==> config.mk <==
export PLATFORM = sky130hd
export DESIGN_NAME = trd_job_fifo
export DESIGN_NICKNAME = d
export VERILOG_FILES = /design/src/rtl/trd_pkg.sv /design/src/rtl/trd_job_fifo.sv
export SDC_FILE = /design/constraint.sdc
export NUM_CORES = 1
export LEC_CHECK = 0
export BUFFER_PORTS_ARGS = -buffer_cell sky130_fd_sc_hd__buf_4
export CAP_MARGIN = 5
export CORE_UTILIZATION = 50
export DETAILED_ROUTE_END_ITERATION = 7
export GPL_TIMING_DRIVEN = 0
export PLACE_DENSITY = 0.87
export SLEW_MARGIN = 20
export SYNTH_ARGS = -nofsm -noshare
export SYNTH_HDL_FRONTEND = slang
export SYNTH_SLANG_ARGS = --single-unit
==> constraint.sdc <==
create_clock -name clk -period 2.6 [get_ports clk]
set_input_delay 0 -clock clk [delete_from_list [all_inputs] [get_ports clk]]
set_output_delay 0 -clock clk [all_outputs]
set_load 0.005 [all_outputs]
==> src/rtl/trd_pkg.sv <==
// Package for the TGA RLE pixel decoder: payload structs, job record between
// front and back end, register index and depth codes. No dependencies.
`timescale 1ns / 1ps

package trd_pkg;

  typedef struct packed {
    logic       func;
    logic [7:0] data_byte;
    logic [7:0] pal_index;
    logic [7:0] pal_blue;
    logic [7:0] pal_green;
    logic [7:0] pal_red;
  } item_t;

  typedef struct packed {
    logic [7:0] out_blue;
    logic [7:0] out_green;
    logic [7:0] out_red;
    logic [7:0] out_alpha;
    logic [7:0] repeat_count;
    logic       frame_end;
  } result_t;

  typedef enum logic [1:0] {
    OP_PAL_WRITE,
    OP_PIXEL,
    OP_PAL_PIXEL
  } job_op_t;

  typedef struct packed {
    job_op_t    op;
    logic [7:0] index;
    logic [7:0] blue;
    logic [7:0] green;
    logic [7:0] red;
    logic [7:0] alpha;
    logic [7:0] rep;
    logic       frame_end;
  } job_t;

  localparam logic [1:0] CFG_DEPTH_MODE     = 2'd0;
  localparam logic [1:0] CFG_RLE_ENABLE     = 2'd1;
  localparam logic [1:0] CFG_PALETTE_ENABLE = 2'd2;
  localparam logic [1:0] CFG_PIXEL_TOTAL    = 2'd3;

  localparam logic [1:0] DEPTH_8  = 2'd0;
  localparam logic [1:0] DEPTH_16 = 2'd1;
  localparam logic [1:0] DEPTH_24 = 2'd2;
  localparam logic [1:0] DEPTH_32 = 2'd3;

  localparam logic       FUNC_PAL_WRITE = 1'b0;
  localparam int         FRAME_W        = 30;
  localparam logic [7:0] RUN_MASK       = 8'h7f;
  localparam logic [7:0] ALPHA_OPAQUE   = 8'd255;

endpackage

==> src/rtl/trd_job_fifo.sv <==
// Two-entry queue of jobs between front and back end.
// Uses trd_pkg job_t.
`timescale 1ns / 1ps

module trd_job_fifo (
  input  logic          clk,
  input  logic          rst,
  input  logic          push,
  input  trd_pkg::job_t wdata,
  output logic          full,
  input  logic          pop,
  output logic          empty,
  output trd_pkg::job_t head
);

  trd_pkg::job_t store [2];
  logic          wr_ptr;
  logic          rd_ptr;
  logic [1:0]    count;
  logic          do_push;
  logic          do_pop;

  assign full    = (count == 2'd2);
  assign empty   = (count == 2'd0);
  assign do_push = push && !full;
  assign do_pop  = pop && !empty;
  assign head    = store[rd_ptr];

  always_ff @(posedge clk) begin
    if (do_push) begin
      store[wr_ptr] <= wdata;
    end
  end

  always_ff @(posedge clk) begin
    if (rst) begin
      wr_ptr <= 1'b0;
      rd_ptr <= 1'b0;
      count  <= '0;
    end else begin
      if (do_push) wr_ptr <= ~wr_ptr;
      if (do_pop)  rd_ptr <= ~rd_ptr;
      count <= count + {1'b0, do_push} - {1'b0, do_pop};
    end
  end

endmodule

Yosys cells after proc, flatten, opt, wreduce, memory -nomap -nowiden
Memories as Yosys holds them, arrays and structs flattened. A register that Yosys moved wholly into a read port is not among the register bits.
Index checks and enable logic that the tools add are counted.
{"block": "classes", "muxes": 4, "n_addsub": 2, "n_eq_ne": 1, "bitwise_logic": 2, "n_reduce_logical": 5}
{"op": "two-way mux 1 bit", "n": 4}
{"op": "adder 2 x 1 -> 2 bit", "n": 1}
{"op": "== test 2 bit (second input constant)", "n": 1}
{"op": "logical AND 1 bit", "n": 2}
{"op": "zero test 1 bit", "n": 2}
{"op": "zero test 2 bit", "n": 1}
{"op": "NOT 1 bit", "n": 2}
{"op": "subtractor 2 x 1 -> 2 bit", "n": 1}
{"block": "word_totals", "out_inout_bits": 53, "reg_bits": 4, "n_memories": 1, "in_bits": 55, "ram_bits": 102, "elab_cells": 18}
{"memory": "store", "depth": 2, "word_bits": 51, "rd": 1, "rd_clocked_by_memory_dff": 1, "write_ports": 1, "line_no": "trd_job_fifo.sv:16", "source": "trd_pkg::job_t store [2];"}

Depth between registers and ports, before layout
Gate-level depths: netlist of the first run.
{"block": "logic_depth", "depth_word": 5, "ltp_mapped": 8, "depth_no_buf": 8}

Worst setup path after synthesis of the first run
No wires, ideal clock.
{"block": "synth_timing", "path_type": "register to register", "startpoint": "reg count[0]", "endpoint": "mem store[0][0] (netlist name), enable pin", "n_path_buf": 0, "setup_slack_ps": 339, "synth_period_minus_slack_ps": 2261, "arrival_ps": 1856, "stages_incl_launch_ff": 5, "cell_sequence": "dfxtp_1 > nand2b_2 > inv_2 > or3_1 > inv_1"}
{"block": "synth_between", "elab_chain_len": 5}
{"item": "from (decl)", "line_no": "trd_job_fifo.sv:19", "source": "logic [1:0] count;"}
{"item": "from (signal assigned)", "line_no": "trd_job_fifo.sv:43", "source": "count <= count + {1'b0, do_push} - {1'b0, do_pop};"}
{"item": "== test 2 bit", "line_no": "trd_job_fifo.sv:23", "source": "assign full = (count == 2'd2);"}
{"item": "via full", "line_no": "trd_job_fifo.sv:10", "source": "output logic full,"}
{"item": "zero test 1 bit", "line_no": "trd_job_fifo.sv:25", "source": "assign do_push = push && !full;"}
{"item": "logical AND 1 bit", "line_no": "trd_job_fifo.sv:25"}
{"item": "two-way mux 1 bit", "line_no": "trd_job_fifo.sv:30", "source": "if (do_push) begin"}
{"item": "two-way mux 1 bit (not written as such)", "line_no": "trd_job_fifo.sv:31", "source": "store[wr_ptr] <= wdata;"}
{"item": "to (decl)", "line_no": "trd_job_fifo.sv:16"}
The timed path passes the listed nets, and every way through them passes these cells.

Worst setup path in the final report of the first run
{"block": "layout_timing", "startpoint": "reg count[0]", "endpoint": "mem store[0][22] (netlist name), enable pin"}
{"block": "layout_between", "elab_chain_len": 5}
{"item": "== test 2 bit", "line_no": "trd_job_fifo.sv:23"}
{"item": "zero test 1 bit", "line_no": "trd_job_fifo.sv:25"}
{"item": "logical AND 1 bit", "line_no": "trd_job_fifo.sv:25"}
{"item": "two-way mux 1 bit", "line_no": "trd_job_fifo.sv:30"}
{"item": "two-way mux 1 bit (not written as such)", "line_no": "trd_job_fifo.sv:31"}
No other way between the ends.

==> impl_metrics.json, run 1 <==
{
  "setup_viol_count_final": 0,
  "core-area_sq_mm": 0.00741,
  "wl_met2_um": 3900,
  "via_per_inst": 4.91,
  "cts_setup_buffers": 0,
  "die_h_um": 90.3,
  "final_cell_mix": "buf_4, edfxtp_1, dlygate4sd3_1",
  "post_dp_cell_area_sq_mm": 0.00486,
  "fin_cells": 461,
  "drv_cap": 0,
  "syn_area_sq_mm": 0.00390,
  "antennaDiodeCount": 0,
  "drc": 0,
  "drv_slew": 0,
  "syn_to_final_growth_pct": 42.2,
  "htreeDepth": 3,
  "power_leakage_nw": 2.12,
  "clockRootBuffer": "clkbuf_8",
  "insertion_delay_ps": 350,
  "nNetsFinal": 414,
  "cts_resized": 0,
  "cp.required_ps": 2650,
  "dp_hpwl_um": 4180,
  "hold_viol": 0,
  "final_common_cell": "buf_4",
  "wire_per_inst_um": 15.3,
  "slew_headroom": 0.520,
  "synth_cell_type_count": 20,
  "grt_pass1_wl_um": 11200,
  "firstDrtPassIters": 4,
  "stdcell_area_sq_mm": 0.00555,
  "cp-start-kind": "register",
  "crit_arrival_ps": 2090,
  "synth_top_area_cell": "edfxtp_1",
  "ctsHoldBuffers": 52,
  "drive_gt1_frac": 0.503,
  "cts.reportedPaths.clkPinSlew_ps": 90,
  "dp_slack_ps": 561,
  "path_max_fanout": 30,
  "worst_pin_slew_ps": 719,
  "rsz0062_at_grt": "false",
  "synth_top_area_frac": 0.785,
  "synth_area_leaders": "edfxtp_1, mux2_2, dfxtp_1",
  "syn_nets": 243,
  "dieArea_sq_mm": 0.00816,
  "drt_wl_total_um": 7050,
  "place_inst": 393,
  "period_needed_ps": 2040,
  "whs_ps": 42.9,
  "fmax_ghz": 0.491,
  "grt_pass1_vias": 2460,
  "synth_cells": 186,
  "cts-buffers-inserted": 9,
  "gp_congestion": 0.659,
  "cts_tree": "built",
  "ys_ff_latch": 107,
  "wl_met1_um": 2650,
  "synth_warnings": 0,
  "fin_ws_ps": 565,
  "finalSetupTns_ps": 0,
  "outcome": "completed",
  "min_period_over_period": 0.783,
  "drt_iter0_markers": 71,
  "ant_nets": 0,
  "grt_max_degree": 52,
  "grt_overflow": 0,
  "wl_met3_um": 329,
  "floorplan.initialDensity": 0.527,
  "antenna_found_initial": 0,
  "critPathKind": "reg -> reg",
  "skew_ps": 9.64,
  "rows": 31,
  "cts_sinks": 107,
  "pin_count": 108,
  "grtUsageTotal": 0.182,
  "via_count": 2262,
  "hold_class": "in -> reg",
  "avgSynthCellArea_sq_um": 21.0,
  "clk_path_buf_depth": 2,
  "topRoutingLayerUsed": "met4",
  "end_kind": "register",
  "die_w_um": 90.3,
  "powerDensity_mw_per_mm2": 820,
  "ys_seq_area_frac": 0.811,
  "place.port_buffers": 107,
  "peakVddDrop_mv": 0.829
}
-- Yosys cell counts --
master / count
edfxtp_1: 102
mux2_2: 51
buf_2: 6
dfxtp_1: 5
nor2_1: 4
inv_1: 3
ha_1: 2
a21oi_1: 1
and2_1: 1
and3_2: 1
inv_2: 1
nand2_1: 1
nand2b_2: 1
nor2b_1: 1
nor3_1: 1
o21a_1: 1
o21ai_0: 1
or3_1: 1
xnor2_1: 1
xor2_1: 1
-- registers in the layout, summed over array words and instances, names as in the netlist, named ones only --
signal	flops
store	102
rd_ptr	1
wr_ptr	1
count	2
-- worst paths after layout --
| path | start | to | cells after the start | slack, ps |
|---|---|---|---|---|
| hold / removal | push | wr_ptr | 4 | 40 |
| hold reg to reg | wr_ptr | wr_ptr | 2 | 490 |
| setup / recovery | count[0] | store[0][22] | 5 | 560 |
| setup reg to reg | count[0] | store[0][22] | 5 | 560 |
-- through the flow --
step | utilization | power [mW]
finish | 0.749 | 4.55
global route | 0.749 | 4.77
CTS | 0.749 | 4.58
detailed placement | 0.656 | 3.66
global placement | 0.652 | 3.60
floorplan | - | 2.97
-- area by class of cell --
class | count | area, sq um
sequential | 107 | 3160
timing repair buffer | 160 | 1350
buffer | 6 | 30.0
clock inverter | 6 | 41.3
multi-input combinational | 69 | 697
inverter | 4 | 15.0
fill | 429 | 1860
clock buffer | 10 | 128
tap | 99 | 124
-- per-layer routing --
metal / track usage / vias up
met5: 0 / -
met4: 0.0780 / 0
met3: 0.0505 / 18
met2: 0.340 / 87
met1: 0.189 / 1098
li1: - / 1059
-- report_power, final --
group / switching (mW) / internal [mW]
sequential: 0.0697 / 2.20
combinational: 0.591 / 0.825
clock: 0.518 / 0.349
total: 1.18 / 3.37
-- logic make-up after synthesis --
kind of cell,synth area share
buffers and inverters,0.0115
AND/OR/NAND/NOR,0.0151
XOR/XNOR,0.00449
AO/OA/AOI/OAI,0.00449
multiplexers,0.147
adder cells (fa/ha/maj),0.00641
flip-flops,0.811
-- critical path, stage by stage (launching register included) --
cell and delay [ps]:
dfxtp_1 380, nand2b_2 170, inv_2 50, or3_1 350
inv_2 550, buf_16 250
Note: power is estimated with default switching activity, not from simulation.
==> inputs of run 2 (changes only) <==
--- a/config.mk
+++ b/config.mk
@@ -5,12 +5,13 @@
 export SDC_FILE = /design/constraint.sdc
 export NUM_CORES = 1
 export LEC_CHECK = 0
+export ABC_AREA = 1
 export BUFFER_PORTS_ARGS = -buffer_cell sky130_fd_sc_hd__buf_4
 export CAP_MARGIN = 5
 export CORE_UTILIZATION = 50
 export DETAILED_ROUTE_END_ITERATION = 7
 export GPL_TIMING_DRIVEN = 0
-export PLACE_DENSITY = 0.87
+export PLACE_DENSITY = 0.86
 export SLEW_MARGIN = 20
 export SYNTH_ARGS = -nofsm -noshare
 export SYNTH_HDL_FRONTEND = slang
==> constraint.sdc (replaced) <==
create_clock -name clk -period 1.9 [get_ports clk]
set_input_delay 0 -clock clk [delete_from_list [all_inputs] [get_ports clk]]
set_output_delay 0 -clock clk [all_outputs]
set_load 0.005 [all_outputs]
==> run 2 against run 1 <==
Hold slack improved by 320 ps. Non-clock buffer count is 3 higher. Wire length is 8.2% higher. First-iteration DRC count rose by 32%. Critical path type unchanged. Via count increased by 2.3%. Final cell count increased by 4.8%. Largest power group unchanged.
==> impl_metrics.json, run 2 <==
{
  "outcome": "completed",
  "synth_top_area_frac": 0.731,
  "ys_ff_latch": 107,
  "clk_path_buf_depth": 2,
  "nFillCells": 512,
  "synth_area_leaders": "edfxtp_1, mux2_4, buf_12",
  "via_count": 2313,
  "drt_iter0_markers": 94,
  "critPathKind": "reg -> reg",
  "r2r_end": "count[1]",
  "stdcell_area_sq_mm": 0.00592,
  "worst_pin_slew_ps": 596,
  "htreeDepth": 3,
  "synth_warnings": 0,
  "synth_cells": 198,
  "final_common_cell": "buf_4",
  "setup_viol_count_final": 0,
  "skew_ps": 8.22,
  "fin_ws_ps": 179,
  "yosys-top-cells-count": "edfxtp_1, mux2_4, inv_1, nor2_1, nand2_1",
  "powerDensity_mw_per_mm2": 1110,
  "drive_gt1_frac": 0.484,
  "drt_wl_total_um": 7630,
  "synth_top_area_cell": "edfxtp_1",
  "cts_sinks": 107,
  "end_kind": "register",
  "p_clk_frac": 0.200,
  "die_h_um": 93.5,
  "pin_count": 108,
  "cts.reportedPaths.clkPinSlew_ps": 90,
  "synth_cell_type_count": 12,
  "ff2ff_setup_slack_ps": 180,
  "cpMaxStageDelayCell": "dfxtp_1",
  "switching_power_mw": 1.67,
  "dp_slack_ps": -318,
  "reg.largest.list": "store x102, count x2",
  "wire_per_inst_um": 15.8,
  "dieArea_sq_mm": 0.00875,
  "syn_area_sq_mm": 0.00419,
  "drv_cap": 0,
  "hold_end": "store[0][25]",
  "cts_tree": "built",
  "rr_worst_depth": 11,
  "finalSetupTns_ps": 0,
  "synthArstFlopShare": 0,
  "crit_arrival_ps": 1970,
  "hold_viol": 0,
  "path_max_fanout": 4,
  "final_cell_mix": "buf_4, edfxtp_1, dlygate4sd3_1",
  "place.port_buffers": 107,
  "cp-start-kind": "register",
  "cts-buffers-inserted": 9,
  "power_leakage_nw": 2.36,
  "combPwrFrac": 0.331,
  "syn_nets": 255,
  "synth.most_common_cell": "edfxtp_1",
  "nNetsFinal": 430,
  "grt_overflow": 0,
  "synth_edf_count": 102,
  "post_dp_cell_area_sq_mm": 0.00518,
  "sw_frac_of_total": 0.253,
  "peakVddDrop_mv": 0.693,
  "hold_path_startpoint": "wdata[25]",
  "dp_hpwl_um": 4600,
  "syn_to_final_growth_pct": 41.4,
  "avgSynthCellArea_sq_um": 21.2,
  "insertion_delay_ps": 350,
  "finish.utilization": 0.724,
  "synthFlopType": "edfxtp_1",
  "rsz0062_at_grt": "false",
  "ys_seq_area_frac": 0.755,
  "fin_cells": 483,
  "die_w_um": 93.5,
  "grt_pass1_wl_um": 11600,
  "holdPathStages": 2,
  "grt_max_degree": 27,
  "firstDrtPassIters": 6,
  "clockRootBuffer": "clkbuf_8",
  "path_cells": "inv_1, nand2_1, nand2_1, ha_1, inv_1, ha_1, inv_1, nand2_1, nand3_1, nand2_1, nor2_1",
  "largest_reg_flops": 102,
  "crit_path_start": "count[0]",
  "critPathMostFrequentCell": "nand2_1",
  "gp_congestion": 0.601,
  "hold_class": "in -> reg",
  "ant_nets": 0,
  "grtUsageTotal": 0.180,
  "pwr-share-seq": 0.469,
  "grt_pass1_vias": 2408,
  "drc": 0,
  "regMostFlops": "store",
  "power.internal_mw": 4.92,
  "rows": 33,
  "whs_ps": 367,
  "cp.required_ps": 2140,
  "cp_slowest_stage_delay_ps": 360,
  "min_period_over_period": 0.906,
  "drv_slew": 0,
  "antenna_found_initial": 0,
  "place_inst": 412,
  "slew_headroom": 0.602,
  "via_per_inst": 4.79,
  "fmax_ghz": 0.581,
  "rr_startpoint": "count[0]",
  "power_mw": 6.59,
  "antennaDiodeCount": 0,
  "core-area_sq_mm": 0.00818,
  "period_needed_ps": 1720,
  "floorplan.initialDensity": 0.512
}
[run 2: timing repair]
action / in CTS / in global routing
endpoints found under the setup margin: 51 / 51
hold buffers: 54 / 0
endpoints found under the hold margin: 107 / 0
cloned: 1 / 0
pin swaps: 0 / 0
resized for setup: 1 / 1
buffers inserted: 0 / 0
[run 2: kinds of logic after synthesis]
family,synth area share
muxes,0.182
buffers and inverters,0.0356
adders and majority gates,0.00597
and+or+nand+nor,0.0188
AOI/OAI and AO/OA,0.00239
DFF,0.755
[run 2: layer usage]
metal  vias to the layer above  global-route usage  part of all wire  wire, um
met2                        74               0.335              0.54      4120
met3                        12              0.0309             0.045       345
li1                       1098                   -                 -         -
met5                         -                   0                 0         0
met4                         0              0.0769             0.016       119
met1                      1129               0.201              0.40      3040
[run 2: power groups by stage]
| stage | clock, mW | sequential, mW | combinational [mW] |
|---|---|---|---|
| 6_report | 1.32 | 3.09 | 2.18 |
| 5_1_grt | 1.43 | 3.12 | 2.34 |
| 4_1_cts | 1.35 | 3.09 | 2.19 |
| 3_5_place_dp | 0 | 3.15 | 2.09 |
| 3_3_place_gp | 0 | 3.13 | 1.99 |
| 2_1_floorplan | 0 | 3.12 | 1.22 |
[run 2: how the worst max path moves through the flow]
stage	end	slack [ps]	depth (start not counted)
after global placement	store[0][32]	-300	4
after detailed placement	store[1][28]	-320	4
after floorplan	store[0][0]	140	4
final	count[1]	180	11
after CTS	store[1][38]	90	4
after global routing	store[1][38]	50	4
[run 2: worst max-delay path: cells and delay by family (launching register included)]
family                   cells  cell delay (ps)
flip-flops                   1              360
AND/OR/NAND/NOR              6              600
adder cells (fa/ha/maj)      2              480
buffers and inverters        3              170
[run 2: layout make-up]
cell class	instances	area, sq um	share of cell area
Sequential cell	107	3160	0.534
Timing Repair Buffer	163	1390	0.235
Inverter	10	41.3	0.00697
Multi-Input combinational cell	75	888	0.150
Buffer	6	111	0.0188
Tap cell	105	131	0.0222
Clock inverter	4	51.3	0.00866
Timing Repair inverter	1	7.51	0.00127
Clock buffer	12	135	0.0228
