File: src/rtl/trd_pkg.sv
// Package for the TGA RLE pixel decoder: payload structs, job record between
// front and back end, register index and depth codes. No dependencies.
`timescale 1ns / 1ps

package trd_pkg;

  typedef struct packed {
    logic       func;
    logic [7:0] data_byte;
    logic [7:0] pal_index;
    logic [7:0] pal_blue;
    logic [7:0] pal_green;
    logic [7:0] pal_red;
  } item_t;

  typedef struct packed {
    logic [7:0] out_blue;
    logic [7:0] out_green;
    logic [7:0] out_red;
    logic [7:0] out_alpha;
    logic [7:0] repeat_count;
    logic       frame_end;
  } result_t;

  typedef enum logic [1:0] {
    OP_PAL_WRITE,
    OP_PIXEL,
    OP_PAL_PIXEL
  } job_op_t;

  typedef struct packed {
    job_op_t    op;
    logic [7:0] index;
    logic [7:0] blue;
    logic [7:0] green;
    logic [7:0] red;
    logic [7:0] alpha;
    logic [7:0] rep;
    logic       frame_end;
  } job_t;

  localparam logic [1:0] CFG_DEPTH_MODE     = 2'd0;
  localparam logic [1:0] CFG_RLE_ENABLE     = 2'd1;
  localparam logic [1:0] CFG_PALETTE_ENABLE = 2'd2;
  localparam logic [1:0] CFG_PIXEL_TOTAL    = 2'd3;

  localparam logic [1:0] DEPTH_8  = 2'd0;
  localparam logic [1:0] DEPTH_16 = 2'd1;
  localparam logic [1:0] DEPTH_24 = 2'd2;
  localparam logic [1:0] DEPTH_32 = 2'd3;

  localparam logic       FUNC_PAL_WRITE = 1'b0;
  localparam int         FRAME_W        = 30;
  localparam logic [7:0] RUN_MASK       = 8'h7f;
  localparam logic [7:0] ALPHA_OPAQUE   = 8'd255;

endpackage

File: src/rtl/trd_front.sv
// Front end: configuration registers, RLE packet state, byte assembly and
// frame counting. Emits one job per palette write or finished pixel. Uses trd_pkg.
`timescale 1ns / 1ps

module trd_front (
  input  logic                        clk,
  input  logic                        rst,
  input  logic                        cfg_valid,
  output logic                        cfg_ready,
  input  logic [1:0]                  cfg_index,
  input  logic [trd_pkg::FRAME_W-1:0] cfg_data,
  input  logic                        accept,
  input  trd_pkg::item_t              item,
  output logic                        job_push,
  output trd_pkg::job_t               job
);

  logic [1:0]                  depth_mode;
  logic                        rle_enable;
  logic                        palette_enable;
  logic [trd_pkg::FRAME_W-1:0] pixel_total;

  logic [1:0]                  byte_phase, byte_phase_next;
  logic [31:0]                 pixel_assembly, pixel_assembly_next;
  logic                        await_header, await_header_next;
  logic                        packet_is_run, packet_is_run_next;
  logic [7:0]                  packet_left, packet_left_next;
  logic [trd_pkg::FRAME_W-1:0] frame_left, frame_left_next;

  logic                        cfg_write;
  logic                        is_header;
  logic                        complete;
  logic [31:0]                 v;
  logic [7:0]                  ppl, rep, rep_c;
  logic [trd_pkg::FRAME_W-1:0] fpl, fpl_rem, reload;

  assign cfg_ready = 1'b1;
  assign cfg_write = cfg_valid && cfg_ready;
  assign reload    = (pixel_total == '0) ? trd_pkg::FRAME_W'(1) : pixel_total;

  always_comb begin
    byte_phase_next     = byte_phase;
    pixel_assembly_next = pixel_assembly;
    await_header_next   = await_header;
    packet_is_run_next  = packet_is_run;
    packet_left_next    = packet_left;
    frame_left_next     = frame_left;
    job_push            = 1'b0;
    is_header           = rle_enable && await_header;
    v                   = pixel_assembly |
                          (32'(item.data_byte) << {byte_phase, 3'b000});
    complete            = (byte_phase == 2'd3) ||
                          ({1'b0, byte_phase + 2'd1} >= ({1'b0, depth_mode} + 3'd1));
    ppl                 = (packet_left == '0) ? 8'd1 : packet_left;
    rep                 = (rle_enable && packet_is_run) ? ppl : 8'd1;
    fpl                 = (frame_left == '0) ? trd_pkg::FRAME_W'(1) : frame_left;
    rep_c               = (trd_pkg::FRAME_W'(rep) > fpl) ? fpl[7:0] : rep;
    fpl_rem             = fpl - trd_pkg::FRAME_W'(rep_c);

    job.op        = trd_pkg::OP_PIXEL;
    job.index     = v[7:0];
    job.blue      = v[7:0];
    job.green     = v[15:8];
    job.red       = v[23:16];
    job.alpha     = trd_pkg::ALPHA_OPAQUE;
    job.rep       = rep_c;
    job.frame_end = (fpl_rem == '0);

    unique case (depth_mode)
      trd_pkg::DEPTH_8: begin
        if (palette_enable) begin
          job.op = trd_pkg::OP_PAL_PIXEL;
        end else begin
          job.green = v[7:0];
          job.red   = v[7:0];
        end
      end
      trd_pkg::DEPTH_16: begin
        job.blue  = {v[4:0], 3'b000};
        job.green = {v[9:5], 3'b000};
        job.red   = {v[14:10], 3'b000};
        job.alpha = v[15] ? trd_pkg::ALPHA_OPAQUE : 8'd0;
      end
      trd_pkg::DEPTH_24: begin
      end
      trd_pkg::DEPTH_32: begin
        job.alpha = v[31:24];
      end
      default: begin
      end
    endcase

    if (item.func == trd_pkg::FUNC_PAL_WRITE) begin
      job.op    = trd_pkg::OP_PAL_WRITE;
      job.index = item.pal_index;
      job.blue  = item.pal_blue;
      job.green = item.pal_green;
      job.red   = item.pal_red;
    end

    if (cfg_write && cfg_index == trd_pkg::CFG_PIXEL_TOTAL) begin
      byte_phase_next     = '0;
      pixel_assembly_next = '0;
      await_header_next   = 1'b1;
      packet_is_run_next  = 1'b0;
      packet_left_next    = '0;
      frame_left_next     = (cfg_data == '0) ? trd_pkg::FRAME_W'(1) : cfg_data;
    end else if (accept) begin
      if (item.func == trd_pkg::FUNC_PAL_WRITE) begin
        job_push = 1'b1;
      end else if (is_header) begin
        packet_is_run_next  = item.data_byte[7];
        packet_left_next    = (item.data_byte & trd_pkg::RUN_MASK) + 8'd1;
        await_header_next   = 1'b0;
        byte_phase_next     = '0;
        pixel_assembly_next = '0;
      end else if (!complete) begin
        byte_phase_next     = byte_phase + 2'd1;
        pixel_assembly_next = v;
      end else begin
        job_push            = 1'b1;
        byte_phase_next     = '0;
        pixel_assembly_next = '0;
        if (rle_enable) begin
          packet_left_next  = packet_is_run ? 8'd0 : ppl - 8'd1;
          if (packet_is_run || ppl == 8'd1) begin
            await_header_next = 1'b1;
          end
        end
        frame_left_next = fpl_rem;
        if (fpl_rem == '0) begin
          frame_left_next    = reload;
          await_header_next  = 1'b1;
          packet_is_run_next = 1'b0;
          packet_left_next   = '0;
        end
      end
    end
  end

  always_ff @(posedge clk) begin
    if (rst) begin
      depth_mode     <= trd_pkg::DEPTH_24;
      rle_enable     <= 1'b0;
      palette_enable <= 1'b0;
      pixel_total    <= trd_pkg::FRAME_W'(1);
    end else if (cfg_write) begin
      case (cfg_index)
        trd_pkg::CFG_DEPTH_MODE:     depth_mode     <= cfg_data[1:0];
        trd_pkg::CFG_RLE_ENABLE:     rle_enable     <= cfg_data[0];
        trd_pkg::CFG_PALETTE_ENABLE: palette_enable <= cfg_data[0];
        trd_pkg::CFG_PIXEL_TOTAL:    pixel_total    <= cfg_data;
        default: begin
        end
      endcase
    end
  end

  always_ff @(posedge clk) begin
    if (rst) begin
      byte_phase     <= '0;
      pixel_assembly <= '0;
      await_header   <= 1'b1;
      packet_is_run  <= 1'b0;
      packet_left    <= '0;
      frame_left     <= trd_pkg::FRAME_W'(1);
    end else begin
      byte_phase     <= byte_phase_next;
      pixel_assembly <= pixel_assembly_next;
      await_header   <= await_header_next;
      packet_is_run  <= packet_is_run_next;
      packet_left    <= packet_left_next;
      frame_left     <= frame_left_next;
    end
  end

  a_frame_left_nonzero: assert property (@(posedge clk) disable iff (rst)
    frame_left != '0)
    else $error("frame counter reached zero without reload");

  a_header_no_job: assert property (@(posedge clk) disable iff (rst)
    accept && item.func != trd_pkg::FUNC_PAL_WRITE && is_header |-> !job_push)
    else $error("packet header produced a job");

endmodule

File: config.mk
export PLATFORM = sky130hd
export DESIGN_NAME = trd_front
export DESIGN_NICKNAME = d
export VERILOG_FILES = /design/src/rtl/trd_pkg.sv /design/src/rtl/trd_front.sv
export SDC_FILE = /design/constraint.sdc
export NUM_CORES = 1
export LEC_CHECK = 0
export BUFFER_PORTS_ARGS = -buffer_cell sky130_fd_sc_hd__buf_2
export CAP_MARGIN = 20
export CORE_AREA = 2 2 150 152
export CTS_BUF_LIST = sky130_fd_sc_hd__clkbuf_16
export DETAILED_ROUTE_END_ITERATION = 12
export DIE_AREA = 0 0 152 154
export PLACE_DENSITY = 0.63
export SYNTH_ARGS = -nofsm -noshare
export SYNTH_HDL_FRONTEND = slang
export SYNTH_SLANG_ARGS = --single-unit
File: constraint.sdc
create_clock -name clk -period 7.1 [get_ports clk]
set_clock_uncertainty 0.1 [all_clocks]
set_input_delay 0.355 -clock clk [delete_from_list [all_inputs] [get_ports clk]]
set_output_delay 0.355 -clock clk [all_outputs]
set_load 0.02 [all_outputs]
Yosys cells after proc, flatten, opt, wreduce, memory -nomap -nowiden
Cells that the tools add are included.
{ "word_totals": {"reg_bits": 108, "latch_bits": 0, "mem_bits_rw": 0, "mem_bits_ro": 0, "in_bits": 77, "out_inout_bits": 53, "wordCells": 98, "memories": 0} }
{ "op_classes": {"addsub": 5, "multipliers": 0, "n_div": 0, "order_cmp": 2, "eq_ne": 8, "shifts": 1, "n_mux": 42, "n_bitwise": 1, "n_reduce_logical": 29} }
{ "ops": {"columns": ["operator", "count"], "rows": [
  ["$mux 30", 9],
  ["$logic_not 30->1", 4],
  ["$mux 8", 10],
  ["$mux 32", 2],
  ["$mux 34", 1],
  ["$or 32x32->32", 1],
  ["$pmux 16 s2", 1],
  ["$shl 8x5->32", 1],
  ["$gt 8x30->1", 1],
  ["$sub 30x8->30", 1],
  ["$mux 16", 1],
  ["$pmux 8 s2", 1],
  ["$mux 1", 13],
  ["$reduce_and 4->1", 3],
  ["$reduce_and 2->1", 5],
  ["$reduce_bool 2->1", 5],
  ["$add 7x1->8 const B", 1],
  ["$eq 2x2->1 const B", 4],
  ["$eq 8x1->1 const B", 1],
  ["$logic_not 8->1", 1],
  ["$mux 2", 4],
  ["$sub 8x1->8 const B", 1],
  ["$reduce_bool 3->1", 2],
  ["$reduce_and 5->1", 1],
  ["9 further kinds", 14]
]} }

Longest topological paths before layout
Gate-level depths: netlist (run 1).
{ "logic_depth": {"word_depth": 13, "depth_mapped": 31, "mapped_depth_nobuf": 29} }

Least setup slack after synthesis (run 1)
OpenSTA, ideal clock, no wires.
{ "synth_path": {"kind": "register to register", "from": "register frame_left[17] (netlist bit)", "to": "register packet_left[1]", "setup_time_ps": 86, "t_arrival_ps": 5996, "t_required_ps": 6914, "slack_ps": 918, "stages_incl_launch_ff": 30, "path_buffers": 0, "synth_period_minus_slack_ps": 6182, "cell_sequence": "dfxtp_1 > or4_4 > nor4_4 > nand3b_1 > or3_1 > nor3_1 > a31oi_1 > inv_1 > ha_1 > nor2b_1 > o21a_1 > o21ai_0 > nand2b_1 > a21oi_1 > nor2b_1 > o211ai_1 > a21oi_2 > mux2i_1 > ha_1 > fa_1 > nand2b_1 > a21bo_2 > a21oi_2 > or3_1 > o31ai_1 > nand4_4 > inv_2 > nor3_1 > a221oi_1 > a211oi_1"} }
{ "synth_lines": {"columns": ["item", "line", "source"], "rows": [
  ["start, declared", "trd_front.sv:28", "logic [trd_pkg::FRAME_W-1:0] frame_left, frame_left_next;"],
  ["start signal, assigned", "trd_front.sv:166", "frame_left <= trd_pkg::FRAME_W'(1);"],
  ["start signal, assigned", "trd_front.sv:173", "frame_left <= frame_left_next;"],
  ["end signal, assigned", "trd_front.sv:172", "packet_left <= packet_left_next;"],
  ["end, declared", "trd_front.sv:27", "logic [7:0] packet_left, packet_left_next;"]
]} }

==> tab_implementation.tex, run 1 <==
\begin{tabular}{lr}
\hline
Metric & Value \\
\hline
\multicolumn{2}{l}{\textbf{Clock tree}} \\
CTS tree & yes \\
Clock-pin transition on the worst setup and hold timing paths & 70 ps \\
Clk sinks & $\sim$110 \\
Clock latency on the worst-skew pair & around 370 ps \\
Number of buffers on the longest clock path & 2 \\
Max H-tree Level & 3 \\
CTS root buffer & clkbuf\_16 \\
Number of buffers created by CTS & 9 \\
\multicolumn{2}{l}{\textbf{Outcome}} \\
Outcome & complete, no violations \\
\multicolumn{2}{l}{\textbf{Placement}} \\
Final HPWL DP & 16.6 mm \\
Weighted congestion at the end of routability-driven global placement & $\sim$0.91 \\
Count of port buffers added during placement & 128 \\
Pre-CTS setup slack & between 150 and 200 ps \\
\multicolumn{2}{l}{\textbf{Global routing}} \\
Number of antenna violations at the first check in global routing & 0 \\
Total global routing track utilization & 0.188 \\
Largest net degree at the start of global routing & 65 \\
Global-route wire length before repair & $\sim$36 mm \\
Vias in the first global route & 6834 \\
Overall overflow remaining after global route & 0 \\
\multicolumn{2}{l}{\textbf{Yosys}} \\
Post-synth cell types & 69 \\
Net Count, Synth & between 1000 and 1500 \\
Synth async-reset ratio & 0 \\
Sequential share of the synthesized area & 0.305 \\
Number of enable-type register cells in the synthesized netlist & 0 \\
Ys Warns & 0 \\
Cell count after synthesis & 994 \\
Per-instance average area after synthesis & 7.13 sq um \\
Most instantiated flip-flop cell in the synthesis netlist & dfxtp\_1 \\
FF+latch count, synth & 108 \\
Synthesized area & around 7100 sq um \\
\multicolumn{2}{l}{\textbf{Timing}} \\
Post-route fraction of the period consumed by the critical path & 0.959 \\
Total of endpoints with negative setup slack in the final report & 0 \\
Slew margin rel. & 0.341 \\
Final max-slew violation count & 0 \\
Final setup slack of the worst path & 288 ps \\
Highest Clock Rate & 0.147 GHz \\
Final worst hold slack & 142 ps \\
Final hold violation count & 0 \\
Min Clock Period, post-route & 6810 ps \\
Transition at the pin with the smallest max-transition slack & 984 ps \\
\multicolumn{2}{l}{\textbf{Power and ir drop}} \\
Leak & 0.00338 uW \\
Power consumption & around 1700 uW \\
Power density normalized to cell area & 209 nW/um\^{}2 \\
Peak supply drop & 0.000117 V \\
\multicolumn{2}{l}{\textbf{Final layout}} \\
Area Overhead vs Synth & 17.5\% \\
Final nets & 1181 \\
Most frequent standard cell in the layout excluding fill and tap cells & a21oi\_1 \\
Leading cell types in the layout, fill and taps excluded & 164 x a21oi\_1, 129 x nor2\_1, 127 x buf\_2 \\
Antenna diode instance count & 0 \\
Final core utilization & 0.384 \\
Ratio of cells with drive above 1 in the final layout & 0.181 \\
\multicolumn{2}{l}{\textbf{Routing}} \\
Final routed wirelength across all metal layers & 22.7 mm \\
Number of search-and-repair iterations in the first detailed-routing pass & 4 \\
Via density per instance & 5.53 \\
Routed metal-1 wirelength & 10.5 mm \\
Number of remaining DRC errors & 0 \\
Via count & 7543 \\
Count of nets left with antenna violations after detail routing & 0 \\
Met2 wire length & 10.5 mm \\
Routed wire per std cell & approximately 17 um \\
Max layer used & met4 \\
1st-iter DRT viols & 509 \\
Met3 wire len & about 1.4 mm \\
\multicolumn{2}{l}{\textbf{Floorplan}} \\
Number of ports placed on the die boundary & between 100 and 150 \\
Chip Width & 152 um \\
Row count & 54 \\
Die footprint & 23400 sq um \\
Initial standard-cell utilization of the core & 0.327 \\
Overall die height & 154 um \\
Core outline area & 21700 sq um \\
\multicolumn{2}{l}{\textbf{Setup path}} \\
Critical path startpoint category & register \\
Setup CP Type & reg -> out \\
Worst reg-to-reg path cell count & 30 \\
Capture instance of the worst register-to-register path & packet\_is\_run \\
Largest stage delay, worst path & $\sim$600 ps \\
Critical-path top delay cell & or4\_4 \\
Largest fanout of any net on the critical path & 20 \\
FF-to-FF setup slack & 360 ps \\
Endpoint kind of the worst setup timing path & output port \\
Worst EP required & $\sim$6600 ps \\
Data arrival time of the worst path & 6360 ps \\
FF-to-FF Start & frame\_left[20] \\
\multicolumn{2}{l}{\textbf{Worst hold path}} \\
Worst min-delay path class & in -> reg \\
Hold wc startpoint & cfg\_data[16] \\
Worst hold stages & 3 \\
End point of the most critical hold path & frame\_left[16] \\
\multicolumn{2}{l}{\textbf{Flow run}} \\
Max-capacitance violation count & 0 \\
\hline
\end{tabular}
[per-layer routing]
metal | GRT usage | vias to the layer above
li1 | - | 3733
met1 | 0.256 | 3523
met2 | 0.309 | 264
met3 | 0.0307 | 23
met4 | 0.0507 | 0
met5 | 0 | -
[state kept, by name, indices dropped and copies added, names as in the netlist]
register,cells
pixel_assembly,32
frame_left,30
pixel_total,30
packet_left,8
byte_phase,2
depth_mode,2
await_header,1
packet_is_run,1
palette_enable,1
rle_enable,1
[where the power goes]
group | switching (uW) | total (uW) | leakage [uW] | internal [uW]
registers | 33.8 | 663 | 0.000877 | 629
clock network | 263 | 510 | 0.000145 | 247
logic | 346 | 569 | 0.00235 | 223
[Yosys cell counts (all sizes together), types with 10 or more instances]
cell type  count  share of area
a21o          18          0.019
a21oi        169           0.12
a31oi         13          0.011
and3          17          0.015
buf           14          0.011
clkbuf        60          0.032
dfxtp        108           0.30
ha            25          0.044
inv           30          0.016
mux2i         13          0.018
nand2        124          0.066
nand3         21          0.015
nand4         11          0.012
nor2         129          0.068
nor3          18          0.013
nor4          20          0.020
o211ai        10          0.011
o21ai         47          0.033
o22ai         12          0.011
xor2          11          0.014
[cell families after synthesis]
group                    after synthesis  share of synthesized area
buffers and inverters                104                     0.0586
other                                  1                   0.000529
multiplexers                          19                     0.0279
AO/OA/AOI/OAI                        339                      0.292
XOR/XNOR                              17                     0.0210
adder cells (fa/ha/maj)               26                     0.0469
AND/OR/NAND/NOR                      380                      0.248
flip-flops                           108                      0.305
[worst max path at each step]
stage | cells after the start | slack, ps | start | to
2_1_floorplan | 29 | 920 | frame_left[17] | packet_left[1]
3_3_place_gp | 30 | 380 | frame_left[17] | frame_left[27]
3_5_place_dp | 30 | 170 | frame_left[17] | frame_left[27]
4_1_cts | 28 | 70 | frame_left[17] | job[0]
5_1_grt | 28 | -70 | frame_left[20] | job[0]
6_report | 28 | 290 | frame_left[20] | job[0]
[stage by stage]
| step | instances | area (sq um) | TNS, ps |
|---|---|---|---|
| after global placement | 1343 | 7910 | 0 |
| final | 1363 | 8330 | 0 |
| after global routing | 1363 | 8330 | -126 |
| after detailed placement | 1343 | 7910 | 0 |
| after floorplan | 994 | 7090 | 0 |
| after CTS | 1359 | 8210 | 0 |
[area by class of cell]
type,instances,area (sq um)
multi-input combinational,782,4590
inverter,30,120
clock inverter,7,67.6
sequential,108,2160
clock buffer,9,225
timing repair buffer,147,818
tap,280,350
fill,2294,13400
[timing repair]
| action | CTS | global route |
|---|---|---|
| resized for setup | 2 | 16 |
| endpoints found under the setup margin | 1 | 26 |
| gates cloned | 0 | 0 |
| pin swaps | 0 | 6 |
| hold buffers | 0 | 0 |
| buffers inserted | 0 | 3 |
[critical path, delay by kind of cell, from the launching register on]
family / cells / cell delay, ps
adder cells (fa/ha/maj): 3 / 870
AND/OR/NAND/NOR: 12 / 2630
AO/OA/AOI/OAI: 8 / 1490
buffers and inverters: 4 / 480
flip-flops: 1 / 340
multiplexers: 1 / 170
No activity file was read; power rests on OpenSTA's default activity.
==> run 2, diff against run 1 <==
Clock period 7.1 ns to 6.6 ns, I/O delays scaled along.
==> run 2 against run 1 <==
Compared with the run above:
- design area increased by 4.4%
- sequential share of layout area decreased by 1.0 points
- die area unchanged
- critical endpoint unchanged
- register-to-register slack got worse by 120 ps
- via count increased by 3.2%
- first-iteration DRC count decreased by 4.5%
- non-clock buffer count increased by 27
- setup slack got worse by 110 ps
- routed wire length increased by 2.6%
- highest routed layer unchanged
- clock-buffer cell count unchanged
- total power increased by 12%
- global-route usage increased by 0.34 points
==> tab_implementation.tex, run 2 (same netlist as run 1, synthesis figures left out) <==
\begin{tabular}{lr}
\hline
Metric & Value \\
\hline
\multicolumn{2}{l}{\textbf{Final layout}} \\
Final nets & approximately 1200 \\
Registers with the most flip-flops & pixel\_assembly x32, frame\_left x30, pixel\_total x30 \\
Register with the most flip-flops & pixel\_assembly \\
Largest register FFs & 32 \\
Final core utilization & 0.401 \\
Multi-input gate area & 4730 sq um \\
Combined flip-flop and latch cell area & 2170 sq um \\
Leading cell types in the layout, fill and taps excluded & 162 x a21oi\_1, 128 x nor2\_1, 127 x buf\_2 \\
Area Overhead vs Synth & 22.6\% \\
Post-route cell area & about 8700 sq um \\
Ratio of cells with drive above 1 in the final layout & 0.223 \\
Antenna diode instance count & 0 \\
Most frequent standard cell in the layout excluding fill and tap cells & a21oi\_1 \\
Filler cell count & 2261 \\
\multicolumn{2}{l}{\textbf{Floorplan}} \\
Die footprint & 23400 sq um \\
Row count & 54 \\
Chip Width & 152 um \\
Core outline area & 21700 sq um \\
Overall die height & 154 um \\
Number of ports placed on the die boundary & 130 \\
Initial standard-cell utilization of the core & 0.327 \\
\multicolumn{2}{l}{\textbf{Timing}} \\
Post-route fraction of the period consumed by the critical path & 0.974 \\
Setup repair after global routing missed its margin & yes \\
Total of endpoints with negative setup slack in the final report & 0 \\
Slew margin rel. & 0.336 \\
Setup TNS Final & 0 ps \\
Final max-slew violation count & 0 \\
Min Clock Period, post-route & 6430 ps \\
Transition at the pin with the smallest max-transition slack & about 1000 ps \\
Final worst hold slack & 106 ps \\
Highest Clock Rate & 0.156 GHz \\
Final hold violation count & 0 \\
\multicolumn{2}{l}{\textbf{Setup path}} \\
Data arrival time of the worst path & 6000 ps \\
Worst EP required & 6170 ps \\
Setup CP Type & reg -> out \\
Critical path startpoint category & register \\
Critical-path top delay cell & or4\_4 \\
Crit-path leading delay family & simple AND/OR/NAND/NOR gates \\
Largest fanout of any net on the critical path & 5 \\
Largest stage delay, worst path & around 540 ps \\
Endpoint kind of the worst setup timing path & output port \\
Critical path buffer and inverter count & 6 \\
\multicolumn{2}{l}{\textbf{Flow run}} \\
Max-capacitance violation count & 0 \\
\multicolumn{2}{l}{\textbf{Power and ir drop}} \\
Peak supply drop & 0.000118 V \\
Leak & 0.00354 uW \\
Power density normalized to cell area & 224 nW/um\^{}2 \\
\multicolumn{2}{l}{\textbf{Clock tree}} \\
Clock latency on the worst-skew pair & about 360 ps \\
Number of buffers created by CTS & 9 \\
CTS tree & yes \\
Clock-pin transition on the worst setup and hold timing paths & 80 ps \\
Clk sinks & 108 \\
Hold-fix buffers at CTS & 0 \\
Number of buffers on the longest clock path & 2 \\
Max H-tree Level & 3 \\
CTS root buffer & clkbuf\_16 \\
\multicolumn{2}{l}{\textbf{Global routing}} \\
Overall overflow remaining after global route & 0 \\
Total global routing track utilization & 0.191 \\
Largest net degree at the start of global routing & 65 \\
Vias in the first global route & approximately 7300 \\
Global-route wire length before repair & 37.2 mm \\
Number of antenna violations at the first check in global routing & 0 \\
\multicolumn{2}{l}{\textbf{Routing}} \\
Routed wire per std cell & 16.8 um \\
Via density per instance & 5.60 \\
Final routed wirelength across all metal layers & 23.3 mm \\
Number of search-and-repair iterations in the first detailed-routing pass & 7 \\
Number of remaining DRC errors & 0 \\
Via count & 7782 \\
1st-iter DRT viols & 486 \\
Count of nets left with antenna violations after detail routing & 0 \\
\multicolumn{2}{l}{\textbf{Placement}} \\
Final HPWL DP & 16.8 mm \\
Area post-placement & around 8000 sq um \\
Weighted congestion at the end of routability-driven global placement & 0.894 \\
Count of port buffers added during placement & 128 \\
\multicolumn{2}{l}{\textbf{Worst hold path}} \\
Worst min-delay path class & in -> reg \\
\multicolumn{2}{l}{\textbf{Outcome}} \\
Outcome & complete, no violations \\
\hline
\end{tabular}
## run 2: power by group
part / switching [uW] / internal [uW]
clock: 283 / 271
sequential: 35.2 / 677
combinational: 398 / 286
## run 2: worst paths after layout
check                        from              end  slack [ps]  depth (start not counted)
hold reg to reg   pixel_total[25]  pixel_total[25]         370                          2
hold / removal       cfg_data[12]   frame_left[12]         110                          3
setup reg to reg   frame_left[18]   frame_left[27]         240                         32
setup / recovery   frame_left[18]           job[0]         170                         29
## run 2: cell type report
type	instances	share of cell area
Tap cell	280	0.0403
Sequential cell	108	0.249
Clock buffer	9	0.0259
Inverter	30	0.0132
Multi-Input combinational cell	782	0.544
Clock inverter	7	0.00878
Timing Repair Buffer	174	0.119
## run 2: metrics by stage
step           total power (uW)  setup WS (ps)  cells
6_report                   1950            174   1390
5_1_grt                    2050           -120   1390
4_1_cts                    1930          0.129   1380
3_5_place_dp               1310           -132   1350
3_3_place_gp               1310           72.8   1350
2_1_floorplan              1130            418    994
## run 2: timing repair
item | CTS | global route
gates cloned | 1 | 0
setup buffers | 13 | 10
setup endpoints to repair | 16 | 41
pin swaps | 14 | 22
gates resized for setup | 37 | 14
## run 2: metal layers
layer / wire [um] / GRT usage
met2: 10900 / 0.323
met1: 10400 / 0.250
met3: 1580 / 0.0313
met4: 505 / 0.0619
met5: 0 / 0
## run 2: worst reg2reg max path, delay by kind of cell, from the launching register on
kind            cells  cell delay [ps]
fa+ha+maj           2              540
buf+inv             6              740
xor+xnor            1              180
compound gates     11             2040
flops               1              360
simple gates       11             2190
mux                 1              160
